**src/rtl/idf_pkg.sv**
```systemverilog
`default_nettype none
// ----------------------------------------------------------------------------
// idf_pkg: shared types and constants of the integer decimal formatter
// Holds the ASCII codes, digit limits and the stage-to-stage item record.
// ----------------------------------------------------------------------------
package idf_pkg;

  localparam int unsigned NumDigits = 20;   // digits of a 64-bit magnitude
  localparam int unsigned BcdW      = 4 * NumDigits;

  localparam logic [7:0] ChZero  = 8'h30;
  localparam logic [7:0] ChPlus  = 8'h2B;
  localparam logic [7:0] ChMinus = 8'h2D;
  localparam logic [7:0] ChSpace = 8'h20;

  // Item record between the conversion pipeline and the emitter
  typedef struct packed {
    logic [BcdW-1:0] bcd;        // digits, least significant nibble first
    logic [6:0]      ndig;       // digits to print
    logic [7:0]      sign_ch;    // sign character
    logic            has_sign;
    logic            left;
    logic            zero_fill;
    logic [6:0]      width;
  } idf_item_t;

endpackage
`default_nettype wire

```
**src/rtl/idf_bcd_pipe.sv**
```systemverilog
`default_nettype none
// ----------------------------------------------------------------------------
// idf_bcd_pipe: binary to decimal pipeline
// Double-dabble over 64 bits, eight bit shifts per stage, with a front stage
// that takes the magnitude and the sign and a back stage that sizes the text.
// ----------------------------------------------------------------------------
module idf_bcd_pipe (
  input  wire logic                  clk_i,
  input  wire logic                  rst_ni,
  input  wire logic                  valid_i,
  output logic                       stall_o,
  input  wire logic [63:0]           value_i,
  input  wire logic                  is_unsigned_i,
  input  wire logic                  left_justify_i,
  input  wire logic                  zero_pad_i,
  input  wire logic                  force_plus_i,
  input  wire logic                  space_sign_i,
  input  wire logic                  has_precision_i,
  input  wire logic [5:0]            min_digits_i,
  input  wire logic [6:0]            field_width_i,
  output logic                       valid_o,
  input  wire logic                  stall_i,
  output idf_pkg::idf_item_t         item_o
);
  import idf_pkg::*;

  localparam int unsigned NStg = 8;   // shift stages of 8 bits each

  typedef struct packed {
    logic [BcdW-1:0] bcd;
    logic [63:0]     bin;
    logic [7:0]      sign_ch;
    logic            has_sign;
    logic            left;
    logic            zero_fill;
    logic            dot;
    logic [5:0]      prec;
    logic [6:0]      width;
  } work_t;

  function automatic logic [BcdW-1:0] dabble(input logic [BcdW-1:0] b);
    logic [BcdW-1:0] r;
    r = b;
    for (int k = 0; k < NumDigits; k++) begin
      if (r[4*k +: 4] > 4'd4) r[4*k +: 4] = r[4*k +: 4] + 4'd3;
    end
    return r;
  endfunction

  // stages: 0 front, 1..NStg shift, NStg+1 sizing
  work_t           stg_q  [NStg+1];
  logic [NStg:0]   vld_q;
  idf_item_t       out_q;
  logic            out_vld_q;
  logic            adv;

  // Advance the whole pipe together when the output is free
  assign adv     = !(out_vld_q && stall_i);
  assign stall_o = !adv;
  assign valid_o = out_vld_q;
  assign item_o  = out_q;

  // Front stage: magnitude and sign
  work_t fr_d;
  always_comb begin
    logic neg;
    neg = !is_unsigned_i && value_i[63];
    fr_d          = '0;
    fr_d.bin      = is_unsigned_i ? {32'd0, value_i[31:0]} :
                    (neg ? (64'd0 - value_i) : value_i);
    fr_d.has_sign = neg || (!is_unsigned_i && (force_plus_i || space_sign_i));
    fr_d.sign_ch  = neg ? ChMinus : (force_plus_i ? ChPlus : ChSpace);
    fr_d.left     = left_justify_i;
    fr_d.zero_fill= zero_pad_i && !left_justify_i && !has_precision_i;
    fr_d.dot      = has_precision_i;
    fr_d.prec     = min_digits_i;
    fr_d.width    = field_width_i;
  end

  always_ff @(posedge clk_i or negedge rst_ni) begin
    if (!rst_ni) begin
      vld_q <= '0;
    end else if (adv) begin
      vld_q <= {vld_q[NStg-1:0], valid_i};
    end
  end

  always_ff @(posedge clk_i) begin
    if (adv) stg_q[0] <= fr_d;
  end

  // Shift stages: eight dabble-and-shift steps each
  for (genvar s = 1; s <= NStg; s++) begin : g_stg
    work_t nx;
    always_comb begin
      nx = stg_q[s-1];
      for (int j = 0; j < 8; j++) begin
        nx.bcd = dabble(nx.bcd);
        {nx.bcd, nx.bin} = {nx.bcd[BcdW-2:0], nx.bin, 1'b0};
      end
    end
    always_ff @(posedge clk_i) begin
      if (adv) stg_q[s] <= nx;
    end
  end

  // Sizing stage: natural digit count, precision, zero with zero precision
  idf_item_t it_d;
  always_comb begin
    work_t w;
    logic [6:0] nat;
    w   = stg_q[NStg];
    nat = 7'd1;
    for (int k = 1; k < NumDigits; k++) begin
      if (w.bcd[4*k +: 4] != 4'd0) nat = 7'(k + 1);
    end
    it_d.bcd       = w.bcd;
    it_d.ndig      = (nat < {1'b0, w.prec}) ? {1'b0, w.prec} : nat;
    if (w.bcd == '0 && w.dot && w.prec == 6'd0) it_d.ndig = 7'd0;
    it_d.sign_ch   = w.sign_ch;
    it_d.has_sign  = w.has_sign;
    it_d.left      = w.left;
    it_d.zero_fill = w.zero_fill;
    it_d.width     = w.width;
  end

  always_ff @(posedge clk_i or negedge rst_ni) begin
    if (!rst_ni) begin
      out_vld_q <= 1'b0;
    end else if (adv) begin
      out_vld_q <= vld_q[NStg];
    end
  end

  always_ff @(posedge clk_i) begin
    if (adv) out_q <= it_d;
  end

endmodule
`default_nettype wire

```
**config.mk**
```make
export PLATFORM = sky130hd
export DESIGN_NAME = idf_bcd_pipe
export DESIGN_NICKNAME = d
export VERILOG_FILES = /design/src/rtl/idf_pkg.sv /design/src/rtl/idf_bcd_pipe.sv
export SDC_FILE = /design/constraint.sdc
export NUM_CORES = 2
export LEC_CHECK = 0
export ABC_AREA = 1
export BUFFER_PORTS_ARGS = -buffer_cell sky130_fd_sc_hd__clkbuf_2
export CAP_MARGIN = 20
export CORE_UTILIZATION = 38
export CTS_CLUSTER_DIAMETER = 40
export DETAILED_ROUTE_END_ITERATION = 16
export SYNTH_ARGS = -nofsm -noshare
export SYNTH_HDL_FRONTEND = slang
export SYNTH_SLANG_ARGS = --single-unit
```
**constraint.sdc**
```tcl
create_clock -name clk_i -period 27.5 [get_ports clk_i]
set_clock_uncertainty 0.1 [all_clocks]
set_input_delay 8.25 -clock clk_i [delete_from_list [all_inputs] [get_ports clk_i]]
set_output_delay 8.25 -clock clk_i [all_outputs]
set_load 0.02 [all_outputs]
```
==> impl_metrics.json <==
{
  "maxSlewHeadroom": 0.3447,
  "ys_ff_latch": 951,
  "chipHeight_um": 499.8,
  "num_io_pins": 194,
  "fp.coreArea_sq_mm": 0.2462,
  "holdBufCountCts": 0,
  "path_class": "in -> out",
  "grt_overflow_total": 0,
  "cts.path.max_buffers": 3,
  "worstPathArrival_ns": 9.27,
  "period_share": 0.6407,
  "root_buffer": "clkbuf_16",
  "stdcell_count": 17680,
  "hold_viol": 0,
  "synthesis.instances": 13860,
  "first_pass_iters": 5,
  "portBuffers": 188,
  "fp-row-count": 182,
  "multi_input_area_sq_mm": 0.05644,
  "postCtsSetupBuffers": 0,
  "hp-class": "reg -> reg",
  "synth_top_family_by_area": "simple AND/OR/NAND/NOR gates",
  "nFillCells": 25150,
  "via_per_inst": 4.508,
  "avgSynthCellArea_sq_um": 6.793,
  "h-tree-depth": 4,
  "synth_area_sq_mm": 0.09415,
  "end_kind": "primary output",
  "ant_nets": 0,
  "outcome": "complete, no violations",
  "grt_start_max_net_pins": 124,
  "clk_pin_slew_worst_paths_ns": 0.05,
  "hpwl_um": 133300,
  "fmax_ghz": 0.05676,
  "required_ns": 19.15,
  "synthFlopType": "edfxtp_1",
  "clkLatencyLatePin_ns": 0.84,
  "synth_fa_ha_area_frac": 0.08439,
  "layout.nets": 14940,
  "start_util": 0.3825,
  "timing.setup.tns_ns": 0,
  "vias": 79710,
  "drtIter0Drc": 2822,
  "synth_area_leader_cell": "edfxtp_1",
  "ys_top_cells_by_area": "edfxtp_1 (30%), nand2_1 (19%), inv_1 (9.0%)",
  "finalSetupViolCount": 0,
  "period_needed_ns": 17.62,
  "wl_per_cell_um": 9.400,
  "critPathMaxFanout": 36,
  "cts_resized": 0,
  "dp_cells": 17360,
  "drt-total-wl_um": 166200,
  "synth_xor_area_frac": 0.04199,
  "synth_edf_count": 941,
  "rsz0062_at_grt": "no",
  "slew_violations": 0,
  "synth_compound_area_frac": 0.08545,
  "yosysMostFrequentCell": "nand2_1",
  "area_growth_pct": 12.00,
  "yosysUniqueCellTypes": 69,
  "synth-async-reset-ratio": 0.01052,
  "hold_ws_ns": 0.2666,
  "die_w_um": 499.8,
  "synth_simple_gate_area_frac": 0.3872,
  "cts.sinks": 951,
  "max_cap_violations": 0,
  "cts_buffers": 168,
  "seqCellArea_sq_mm": 0.02851,
  "drc": 0,
  "grt_pass1_wl_um": 298700,
  "synth_top_area_share": 0.3001,
  "muxShareOfSynthArea": 0.0001063,
  "yosysSeqAreaShare": 0.3028,
  "place.gp.congestion": 0.7973,
  "drive_above_1_share": 0.1302,
  "grt_use_total": 0.1340,
  "max_slew.worst_pin.slew_ns": 0.9829,
  "tritoncts": "built",
  "ys.warnings.count": 0,
  "antenna_found_initial": 4,
  "worstSetupStartpointType": "input port",
  "grt_pass1_vias": 72070,
  "yosys-top-cells-count": "nand2_1 (4852), inv_1 (2267), nand3_1 (1325)",
  "die-area_sq_mm": 0.2498
}
stage by stage:
| stage | area [sq um] | utilization | setup slack [ns] |
|---|---|---|---|
| after floorplan | 94160 | - | 6.148 |
| after global placement | 99310 | 0.4034 | 9.848 |
| after detailed placement | 99310 | 0.4034 | 9.834 |
| after CTS | 105400 | 0.4283 | 9.846 |
| after global routing | 105400 | 0.4283 | 9.739 |
| final | 105400 | 0.4284 | 9.882 |
layout make-up:
class / instances / area share
Multi-Input combinational cell: 10460 / 0.5353
Tap cell: 3312 / 0.03930
Clock buffer: 180 / 0.04030
Antenna cell: 3 / 0.00007120
Clock inverter: 135 / 0.01779
Sequential cell: 951 / 0.2704
Timing Repair Buffer: 205 / 0.01023
Inverter: 2435 / 0.08668
cell usage in the layout (no fill, tap or decap), drive strengths merged, types with 2 or more instances in the layout:
master and count:
nand2 5613, and2 51, a21o 36, nor2 576, a31oi 8, a21oi 219, o21a 12, o21bai 59
bufinv 25, dfrtp 10, nand3 1429, clkinv 70, and3 6, xor2 296, nor3b 2, or2 62
a21boi 10, conb 5, inv 2453, buf 17, a31o 2, clkinvlp 22, o211ai 40, nor4 31
o22ai 3, o21ai 912, edfxtp 941, nor3 28, xnor2 95, diode 3, ha 635, nand4 94
o31ai 10, clkbuf 368, nand3b 221
critical path: stages:
cell and delay (ns):
clkbuf_2 0.10, nand2_4 0.36, clkinv_1 0.33, clkbuf_2 0.24
cells by family (layout without fill, tap and decap cells):
kind of cell	count (synthesis)	after routing
AOI/OAI and AO/OA	1314	1314
xor gates and xnor gates	391	391
adders and majority gates	635	635
buffers and inverters	2452	2955
DFF	951	951
muxes	1	1
other	2	8
and+or+nand+nor	8114	8114
worst paths after layout:
path	start	end	slack, ns	cells past startpoint
setup / recovery	stall_i	stall_o	9.88	4
max in group asynchronous	rst_ni	vld_q[4]$_DFFE_PN0N_	19.91	1
min in group asynchronous	rst_ni	vld_q[1]$_DFFE_PN0N_	7.19	1
setup reg to reg	stg_q[0][1336]$_DFFE_PN_	stg_q[0][1515]$_DFFE_PN_	20.91	43
hold reg to reg	stg_q[0][61]$_SDFFCE_PP0N_	stg_q[0][238]$_DFFE_PN_	0.27	0
hold / removal	stg_q[0][61]$_SDFFCE_PP0N_	stg_q[0][238]$_DFFE_PN_	0.27	0
flip-flops by register name (all words and copies together) (netlist names):
signal and count:
item_o 99, vld_q 9, stg_q 842, valid_o 1
metal layers:
layer	share of wire	routed length, um	global-route usage	vias up
met5	0	0	0	-
met4	0.018	3024	0.03240	0
met3	0.028	4637	0.01951	197
met2	0.47	78190	0.2442	511
met1	0.48	80350	0.1641	33940
li1	-	-	-	45070
Power is left out: the tool's default activity adds up to more than one toggle a clock period on the data nets, which glitch-free logic cannot reach.
